`config.mk`:
```
export PLATFORM = sky130hd
export DESIGN_NAME = rational_arith_unit_flat
export DESIGN_NICKNAME = d
export VERILOG_FILES = /design/src/rau_pkg.sv /design/src/rau_if.sv /design/src/rau_alu.sv /design/src/rational_arith_unit.sv /design/src/flat_wrapper.sv
export SDC_FILE = /design/constraint.sdc
export NUM_CORES = 2
export LEC_CHECK = 0
export ABC_CLOCK_PERIOD_IN_PS = 39600
export BUFFER_PORTS_ARGS = -buffer_cell sky130_fd_sc_hd__buf_2
export CAP_MARGIN = 10
export CORE_UTILIZATION = 45
export DETAILED_ROUTE_END_ITERATION = 12
export MAX_ROUTING_LAYER = met4
export SETUP_SLACK_MARGIN = 0.5
export SLEW_MARGIN = 20
export SYNTH_ARGS = -nofsm -noshare
export SYNTH_HDL_FRONTEND = slang
export SYNTH_SLANG_ARGS = --single-unit
```
`constraint.sdc`:
```
create_clock -name clk -period 39.6 [get_ports clk]
set_input_delay 7.92 -clock clk [delete_from_list [all_inputs] [get_ports clk]]
set_output_delay 7.92 -clock clk [all_outputs]
set_load 0.02 [all_outputs]
```
`src/rau_pkg.sv`:
```
`timescale 1ns / 1ps
// ----------------------------------------------------------------------------
// rau_pkg: shared types and constants
// Word width, command codes and sequencer states of the rational unit.
// ----------------------------------------------------------------------------
package rau_pkg;

  localparam int WordBits = 64;
  localparam int CntBits  = $clog2(WordBits + 1);

  typedef logic [WordBits-1:0] word_t;
  typedef logic [CntBits-1:0]  cnt_t;

  typedef enum logic [1:0] {
    CMD_ADD = 2'd0,
    CMD_SUB = 2'd1,
    CMD_MUL = 2'd2,
    CMD_DIV = 2'd3
  } cmd_t;

  typedef enum logic [3:0] {
    ST_IDLE,
    ST_MUL_A,
    ST_MUL_B,
    ST_MUL_C,
    ST_COMBINE,
    ST_GCD_CHK,
    ST_GCD_DIV,
    ST_QN,
    ST_QD,
    ST_OUT
  } state_t;

  // Request into the shared iterative datapath.
  typedef struct packed {
    logic  mul;   // 1 multiply, 0 divide
    word_t a;
    word_t b;
  } op_req_t;

  // Answer of the shared datapath.
  typedef struct packed {
    word_t lo;    // product or quotient
    word_t hi;    // remainder
  } op_rsp_t;

endpackage

```
`src/rau_if.sv`:
```
`timescale 1ns / 1ps
// ----------------------------------------------------------------------------
// rau_in_if / rau_out_if: beat channels
// Valid/ready channels carrying operand beats and result beats.
// ----------------------------------------------------------------------------
interface rau_in_if;
  logic        valid;
  logic        ready;
  logic [1:0]  command;
  logic        reduce;
  logic signed [63:0] a_num;
  logic signed [63:0] a_den;
  logic signed [63:0] b_num;
  logic signed [63:0] b_den;
  modport source (output valid, command, reduce, a_num, a_den, b_num, b_den, input ready);
  modport sink (input valid, command, reduce, a_num, a_den, b_num, b_den, output ready);
endinterface

interface rau_out_if;
  logic        valid;
  logic        ready;
  logic signed [63:0] res_num;
  logic signed [63:0] res_den;
  logic        zero_gcd;
  modport source (output valid, res_num, res_den, zero_gcd, input ready);
  modport sink (input valid, res_num, res_den, zero_gcd, output ready);
endinterface

```
`src/rau_alu.sv`:
```
`timescale 1ns / 1ps
// ----------------------------------------------------------------------------
// rau_alu: shared iterative multiply / divide unit
// Shift-add multiply (low word) or signed truncated restoring divide, one
// bit per cycle.
// ----------------------------------------------------------------------------
module rau_alu (
  input  logic             clk,
  input  logic             rst,
  input  logic             start,
  input  rau_pkg::op_req_t req,
  output logic             done,
  output rau_pkg::op_rsp_t rsp
);
  import rau_pkg::*;

  logic  busy;
  logic  mul;
  cnt_t  cnt;
  word_t acc;     // product or remainder
  word_t sh;      // multiplicand or dividend/quotient
  word_t opb;     // multiplier or divisor magnitude
  logic  neg_q;
  logic  neg_r;
  logic [WordBits:0] trial;
  word_t ma;
  word_t mb;

  assign ma    = req.a[WordBits-1] ? (~req.a + 1'b1) : req.a;
  assign mb    = req.b[WordBits-1] ? (~req.b + 1'b1) : req.b;
  assign trial = {acc, sh[WordBits-1]} - {1'b0, opb};

  // A start request is only taken while the unit is idle.
  always_ff @(posedge clk) begin
    done <= 1'b0;
    if (rst) begin
      busy <= 1'b0;
    end else if (busy) begin
      if (cnt == cnt_t'(WordBits)) begin
        busy <= 1'b0;
        done <= 1'b1;
        if (!mul) begin
          sh  <= neg_q ? (~sh + 1'b1) : sh;
          acc <= neg_r ? (~acc + 1'b1) : acc;
        end
      end else begin
        cnt <= cnt + 1'b1;
        if (mul) begin
          if (opb[0]) acc <= acc + sh;
          sh  <= sh << 1;
          opb <= opb >> 1;
        end else if (!trial[WordBits]) begin
          acc <= trial[WordBits-1:0];
          sh  <= {sh[WordBits-2:0], 1'b1};
        end else begin
          acc <= {acc[WordBits-2:0], sh[WordBits-1]};
          sh  <= {sh[WordBits-2:0], 1'b0};
        end
      end
    end else if (start) begin
      busy  <= 1'b1;
      mul   <= req.mul;
      cnt   <= '0;
      acc   <= '0;
      sh    <= req.mul ? req.a : ma;
      opb   <= req.mul ? req.b : mb;
      neg_q <= req.a[WordBits-1] ^ req.b[WordBits-1];
      neg_r <= req.a[WordBits-1];
    end
  end

  assign rsp.lo = mul ? acc : sh;
  assign rsp.hi = acc;

endmodule

```
`src/rational_arith_unit.sv`:
```
`timescale 1ns / 1ps
// ----------------------------------------------------------------------------
// rational_arith_unit: fraction add/sub/mul/div with optional gcd reduction
// Top level: sequencer around one shared iterative multiply/divide unit.
// ----------------------------------------------------------------------------
// Each beat takes two signed 64-bit fractions and a command. A single
// bit-serial unit does every multiply and every truncated divide. Add or
// subtract with equal denominators needs no products; otherwise three
// products are formed (two for multiply and divide). With reduce set, each
// Euclid gcd step is one check state plus one divide, and two more divides
// produce the reduced words. The unit holds one item at a time: in.ready
// is high only while idle, and the result beat waits in its register until
// taken. A gcd of zero (only for 0/0) returns the result unreduced with
// zero_gcd set.
module rational_arith_unit (
  input  logic       clk,
  input  logic       rst,
  rau_in_if.sink     in,
  rau_out_if.source  out
);
  import rau_pkg::*;

  state_t  state, state_next;
  cmd_t    cmd;
  logic    red;
  word_t   an, ad, bn, bd;
  word_t   num, den, x, y, t1;
  logic    zg;
  logic    start;
  op_req_t req;
  logic    done;
  op_rsp_t rsp;

  rau_alu u_alu (.clk, .rst, .start, .req, .done, .rsp);

  always_ff @(posedge clk) begin
    if (rst) begin
      state <= ST_IDLE;
    end else begin
      state <= state_next;
    end
  end

  always_comb begin
    state_next = state;
    start      = 1'b0;
    req        = '0;
    case (state)
      ST_IDLE: begin
        if (in.valid) begin
          state_next = ST_COMBINE;
          if (!(in.command[1] == 1'b0 && in.a_den == in.b_den)) begin
            state_next = ST_MUL_A;
          end
        end
      end
      ST_MUL_A: begin
        start = !done;
        req   = '{mul: 1'b1, a: an, b: (cmd == CMD_MUL) ? bn : bd};
        if (done) state_next = ST_MUL_B;
      end
      ST_MUL_B: begin
        start = !done;
        req   = '{mul: 1'b1, a: ad, b: (cmd == CMD_DIV) ? bn : bd};
        if (done) state_next = (cmd == CMD_MUL || cmd == CMD_DIV) ? ST_COMBINE : ST_MUL_C;
      end
      ST_MUL_C: begin
        start = !done;
        req   = '{mul: 1'b1, a: bn, b: ad};
        if (done) state_next = ST_COMBINE;
      end
      ST_COMBINE: state_next = red ? ST_GCD_CHK : ST_OUT;
      ST_GCD_CHK: state_next = (x == '0) ? ((y == '0) ? ST_OUT : ST_QN) : ST_GCD_DIV;
      ST_GCD_DIV: begin
        start = !done;
        req   = '{mul: 1'b0, a: y, b: x};
        if (done) state_next = ST_GCD_CHK;
      end
      ST_QN: begin
        start = !done;
        req   = '{mul: 1'b0, a: num, b: y};
        if (done) state_next = ST_QD;
      end
      ST_QD: begin
        start = !done;
        req   = '{mul: 1'b0, a: den, b: y};
        if (done) state_next = ST_OUT;
      end
      ST_OUT: if (out.ready) state_next = ST_IDLE;
      default: state_next = ST_IDLE;
    endcase
  end

  // Operand, product and gcd registers; payload, so no reset.
  always_ff @(posedge clk) begin
    case (state)
      ST_IDLE: begin
        cmd <= cmd_t'(in.command);
        red <= in.reduce;
        an  <= in.a_num;
        ad  <= in.a_den;
        bn  <= in.b_num;
        bd  <= in.b_den;
        zg  <= 1'b0;
        t1  <= '0;
        // Equal-denominator shortcut, used only by add and subtract.
        num <= (in.command == CMD_ADD) ? in.a_num + in.b_num : in.a_num - in.b_num;
        den <= in.a_den;
      end
      ST_MUL_A: if (done) t1 <= rsp.lo;
      ST_MUL_B: if (done) begin
        den <= rsp.lo;
        num <= t1;
      end
      ST_MUL_C: if (done) num <= (cmd == CMD_ADD) ? t1 + rsp.lo : t1 - rsp.lo;
      ST_COMBINE: begin
        x <= num;
        y <= den;
      end
      ST_GCD_CHK: if (x == '0 && y == '0) zg <= 1'b1;
      ST_GCD_DIV: if (done) begin
        y <= x;
        x <= rsp.hi;
      end
      ST_QN: if (done) num <= rsp.lo;
      ST_QD: if (done) den <= rsp.lo;
      default: ;
    endcase
  end

  assign in.ready     = (state == ST_IDLE);
  assign out.valid    = (state == ST_OUT);
  assign out.res_num  = num;
  assign out.res_den  = den;
  assign out.zero_gcd = zg;

  a_one_side: assert property (@(posedge clk) disable iff (rst) !(in.ready && out.valid))
    else $error("input and output open together");
  a_zg_red: assert property (@(posedge clk) disable iff (rst) (out.valid && out.zero_gcd) |-> red)
    else $error("zero gcd flag without reduce");
  a_zg_zero: assert property (@(posedge clk) disable iff (rst)
    (out.valid && out.zero_gcd) |-> (num == '0 && den == '0))
    else $error("zero gcd flag on nonzero result");
  a_out_hold: assert property (@(posedge clk) disable iff (rst)
    (out.valid && !out.ready) |=> (out.valid && $stable(num) && $stable(den)))
    else $error("result changed while stalled");

endmodule

```
`src/flat_wrapper.sv`:
```
// flat-port wrapper written by rule: the top's interface ports become plain ports
module rational_arith_unit_flat import rau_pkg::*;
  (clk, rst, in_valid, in_command, in_reduce, in_a_num, in_a_den, in_b_num, in_b_den, in_ready, out_valid, out_res_num, out_res_den, out_zero_gcd, out_ready);
  rau_in_if in_i ();
  rau_out_if out_i ();
  input  logic clk;
  input  logic rst;
  input wire logic [$bits(in_i.valid)-1:0] in_valid;
  input wire logic [$bits(in_i.command)-1:0] in_command;
  input wire logic [$bits(in_i.reduce)-1:0] in_reduce;
  input wire logic [$bits(in_i.a_num)-1:0] in_a_num;
  input wire logic [$bits(in_i.a_den)-1:0] in_a_den;
  input wire logic [$bits(in_i.b_num)-1:0] in_b_num;
  input wire logic [$bits(in_i.b_den)-1:0] in_b_den;
  output wire logic [$bits(in_i.ready)-1:0] in_ready;
  output wire logic [$bits(out_i.valid)-1:0] out_valid;
  output wire logic [$bits(out_i.res_num)-1:0] out_res_num;
  output wire logic [$bits(out_i.res_den)-1:0] out_res_den;
  output wire logic [$bits(out_i.zero_gcd)-1:0] out_zero_gcd;
  input wire logic [$bits(out_i.ready)-1:0] out_ready;
  assign in_i.valid = in_valid;
  assign in_i.command = in_command;
  assign in_i.reduce = in_reduce;
  assign in_i.a_num = in_a_num;
  assign in_i.a_den = in_a_den;
  assign in_i.b_num = in_b_num;
  assign in_i.b_den = in_b_den;
  assign in_ready = in_i.ready;
  assign out_valid = out_i.valid;
  assign out_res_num = out_i.res_num;
  assign out_res_den = out_i.res_den;
  assign out_zero_gcd = out_i.zero_gcd;
  assign out_i.ready = out_ready;
  rational_arith_unit u_core (.clk(clk), .rst(rst), .in(in_i), .out(out_i));
endmodule
```
==> metrics.md <==
| Metric | Value |
|---|---|
| CP endpoint kind | `flop` |
| Area of combinational cells with multiple inputs | `36600 um2` |
| Worst skew pair latency | `0.74 ns` |
| H-tree lvl count | `3` |
| Share of flip-flops with an asynchronous set or reset after synthesis | `0` |
| IO Count | `394` |
| Initial drt markers | `10200` |
| Total gr overflow | `0` |
| Drt wl/cell | `35.7 um` |
| Biggest area contributors in the synthesized netlist | `sky130_fd_sc_hd__edfxtp_1 (38%), sky130_fd_sc_hd__ha_1 (5.4%), sky130_fd_sc_hd__o21ai_0 (5.0%)` |
| DRC Markers | `0` |
| Final slew viol count | `0` |
| Number of enable flip-flop cells after synthesis | `782` |
| Vias after detailed routing | `61700` |
| Max-slew headroom | `0.0936` |
| Max Clock Skew | `0.0328 ns` |
| Clock buffer count from CTS | `95` |
| Post-placement setup slack | `25.71 ns` |
| Number of fill cells in the layout | `13000` |
| Min cycle time layout | `13.26 ns` |
| Number of standard cells in the layout, taps in and fillers out | `8936` |
| Dominant cell type by area after synthesis | `sky130_fd_sc_hd__edfxtp_1` |
| Highest fanout seen on the critical path | `6` |
| Share of final-layout standard cells stronger than drive strength 1 | `0.137` |
| Placeable core area | `138000 um2` |
| Critical path data arrival time | `13.69 ns` |
| Avg Synthesized Cell Area | `9.18 um2` |
| Die W | `375 um` |
| Fraction of the cycle the final worst path needs | `0.335` |
| Detail-routed via count per cell | `6.90` |
| Setup TNS after final layout | `0 ns` |
| Peak Freq | `75.4 MHz` |
| Clock-pin slew of the registers on the worst-case setup and hold paths | `0.07 ns` |
| Status | `complete, no violations` |
| Syn_nets | `7345` |
| Setup bufs post-CTS | `0` |
| Storage cell area | `23600 um2` |
| TritonCTS clock tree | `done` |
| Count of nets left with antenna violations after detail routing | `0` |
| Combined global-route utilization of all metal layers | `0.451` |
| Final-report setup violation count | `0` |
| Power density over cell area | `113 nW/um2` |
| Effective utilization at floorplan | `0.454` |
| Max-capacitance violation count | `0` |
| # clock sinks | `788` |
| Number of core rows | `136` |
| Part of the Yosys area used for sequential elements | `0.378` |
| Critical path start-end classification | `in2reg` |
| Post-CTS Hold Fix Bufs | `0` |
| Half-perimeter wire length after placement | `249000 um` |
| Maximum number of pins on one net before global-route repair | `100` |
| Number of gates resized after CTS | `0` |
| Final weighted congestion in routability-driven placement | `1.07` |
| Cell count after placement | `8731` |
| Count of different cell masters after synthesis | `97` |
| Yosys synthesis warning count | `0` |
| Primary flip-flop cell chosen by synthesis mapping | `sky130_fd_sc_hd__edfxtp_1` |
| Unrepaired setup endpoints after global routing | `false` |
| Static leakage | `26.5 nW` |
| Total standard cell area after synthesis | `62500 um2` |
| Number of nets in the final layout | `7579` |
| Vertical extent of the die | `375 um` |
| First-pass GRT wire length | `435000 um` |
| Hold Fails Final Rpt | `0` |
| Worst path setup slack after routing | `26.34 ns` |
| Wire length after detailed routing | `319000 um` |
| Synthesized netlist cell count | `6806` |
| # port buffers | `393` |
| Max Buffers Root-to-Sink | `3` |
| Synthesis-stage register bit count | `788` |
| Worst hold path type | `reg2reg` |
| Root buffer cell | `sky130_fd_sc_hd__clkbuf_16` |
| Via count of the first global-routing pass | `56100` |
| Nature of the critical path startpoint | `input port` |
| Critical path required time | `40.04 ns` |
| Top-area cell type share of the netlist area | `0.376` |
| Router iterations before antenna repair | `9` |
| Number of antenna violations at the first check in global routing | `40` |
| Die area | `140000 um2` |
| Area growth syn-to-layout | `11.6%` |
| Worst Max-Slew Pin Slew | `1.32 ns` |
| Largest vdd supply drop | `0.0589 mV` |
power breakdown:
group,internal [W],switching [W],total [W]
Sequential,0.00150,0.000501,0.00200
Combinational,0.00159,0.00337,0.00495
Clock,0.000501,0.000404,0.000904
Total,0.00359,0.00427,0.00786
synthesized netlist by cell type, types with 21 or more instances:
master / count
sky130_fd_sc_hd__edfxtp_1: 782
sky130_fd_sc_hd__o21ai_0: 622
sky130_fd_sc_hd__nand2_1: 567
sky130_fd_sc_hd__a21oi_1: 556
sky130_fd_sc_hd__nor2_1: 517
sky130_fd_sc_hd__xnor2_1: 339
sky130_fd_sc_hd__clkbuf_1: 331
sky130_fd_sc_hd__ha_1: 272
sky130_fd_sc_hd__xor2_1: 254
sky130_fd_sc_hd__mux2i_1: 221
sky130_fd_sc_hd__inv_1: 197
sky130_fd_sc_hd__mux2_2: 144
sky130_fd_sc_hd__a21o_1: 140
sky130_fd_sc_hd__nor3_1: 125
sky130_fd_sc_hd__nand3_1: 113
sky130_fd_sc_hd__nand4_1: 107
sky130_fd_sc_hd__a22oi_1: 87
sky130_fd_sc_hd__nor4_1: 87
sky130_fd_sc_hd__o21bai_1: 71
sky130_fd_sc_hd__o211ai_1: 67
sky130_fd_sc_hd__and3_1: 66
sky130_fd_sc_hd__a31oi_1: 65
sky130_fd_sc_hd__a221oi_1: 64
sky130_fd_sc_hd__o22ai_1: 61
sky130_fd_sc_hd__o221ai_1: 53
sky130_fd_sc_hd__nand2b_1: 51
sky130_fd_sc_hd__a211oi_1: 50
sky130_fd_sc_hd__buf_2: 48
sky130_fd_sc_hd__o31ai_1: 48
sky130_fd_sc_hd__or3_1: 47
sky130_fd_sc_hd__a22o_1: 44
sky130_fd_sc_hd__nor2b_1: 42
sky130_fd_sc_hd__buf_1: 39
sky130_fd_sc_hd__o2111ai_1: 39
sky130_fd_sc_hd__o21a_1: 39
sky130_fd_sc_hd__a21boi_0: 34
sky130_fd_sc_hd__and2_1: 25
sky130_fd_sc_hd__nor3b_1: 22
sky130_fd_sc_hd__a222oi_1: 21
sky130_fd_sc_hd__or2_2: 21
path summary, 6_finish.rpt:
path                              from                endpoint  slack, ns  cells past startpoint
hold / removal    u_core.u_alu.opb[63]    u_core.u_alu.opb[62]       0.56                      2
setup reg to reg      u_core.u_alu.mul  u_core.out.res_num[60]      30.63                     24
setup / recovery           in_b_num[4]  u_core.out.res_num[62]      26.34                     20
hold reg to reg   u_core.u_alu.opb[63]    u_core.u_alu.opb[62]       0.56                      2
logic make-up (layout without fill, tap and decap cells):
| group | Yosys count | after routing | share of synthesized area |
|---|---|---|---|
| AOI/OAI and AO/OA | 2232 | 2232 | 0.228 |
| and+or+nand+nor | 1899 | 1899 | 0.147 |
| DFF | 788 | 788 | 0.378 |
| buffers and inverters | 633 | 946 | 0.0403 |
| xor gates and xnor gates | 593 | 593 | 0.0831 |
| muxes | 385 | 385 | 0.0686 |
| adders and majority gates | 276 | 276 | 0.0558 |
| other | 0 | 23 | 0 |
critical path, cell delays in order:
cell	delay, ns
sky130_fd_sc_hd__buf_2	0.13
sky130_fd_sc_hd__nor4_1	0.80
sky130_fd_sc_hd__nand3_1	0.27
sky130_fd_sc_hd__or3_1	0.54
sky130_fd_sc_hd__nor3_1	0.45
sky130_fd_sc_hd__and3b_1	0.47
sky130_fd_sc_hd__a21oi_1	0.14
sky130_fd_sc_hd__xor2_1	0.16
sky130_fd_sc_hd__ha_1	0.36
sky130_fd_sc_hd__a21oi_1	0.23
sky130_fd_sc_hd__o21ai_0	0.20
sky130_fd_sc_hd__a221o_1	0.36
sky130_fd_sc_hd__a21oi_1	0.23
sky130_fd_sc_hd__a31oi_1	0.12
sky130_fd_sc_hd__buf_4	0.20
sky130_fd_sc_hd__a31o_2	0.23
sky130_fd_sc_hd__a211oi_1	0.42
sky130_fd_sc_hd__o21ai_0	0.20
sky130_fd_sc_hd__xnor2_1	0.16
sky130_fd_sc_hd__o211ai_1	0.09
placed cells by master, fill, tap and decap left out, drive strengths merged, types with 42 or more instances in the layout:
cell type / n
edfxtp: 782
o21ai: 626
nand2: 567
buf: 565
a21oi: 556
nor2: 517
xnor2: 339
ha: 272
xor2: 254
mux2i: 221
inv: 204
mux2: 144
a21o: 140
nor3: 128
clkbuf: 124
nand3: 113
nand4: 107
nor4: 90
a22oi: 87
o21bai: 71
o211ai: 67
and3: 67
a31oi: 65
a221oi: 64
o22ai: 61
o221ai: 53
nand2b: 51
a211oi: 50
or3: 50
o31ai: 48
a22o: 44
nor2b: 42
layout make-up:
cell class / count / share of cell area
multi-input combinational: 5385 / 0.525
timing repair buffer: 571 / 0.0479
sequential: 788 / 0.339
clock inverter: 58 / 0.00842
antenna: 23 / 0.000826
clock buffer: 118 / 0.0356
inverter: 199 / 0.0108
tap: 1794 / 0.0322
routing by layer:
metal / track usage / vias to the layer above / wire length, um / share of wire
li1: - / 26300 / - / -
met4: 0.197 / 0 / 15900 / 0.050
met2: 0.585 / 4648 / 124000 / 0.39
met1: 0.612 / 30100 / 129000 / 0.40
met5: - / - / 0 / 0
met3: 0.176 / 619 / 50600 / 0.16
stage by stage:
| stage | total power, W | util | cell area (um2) | hold slack, ns |
|---|---|---|---|---|
| detailed placement | 0.00666 | 0.483 | 66500 | 0.546 |
| floorplan | 0.00489 | - | 62500 | 0.522 |
| CTS | 0.00758 | 0.505 | 69600 | 0.561 |
| global route | 0.00811 | 0.506 | 69700 | 0.594 |
| global placement | 0.00664 | 0.483 | 66500 | 0.539 |
| finish | 0.00786 | 0.506 | 69700 | 0.557 |
Note: power is estimated with default switching activity, not from simulation.
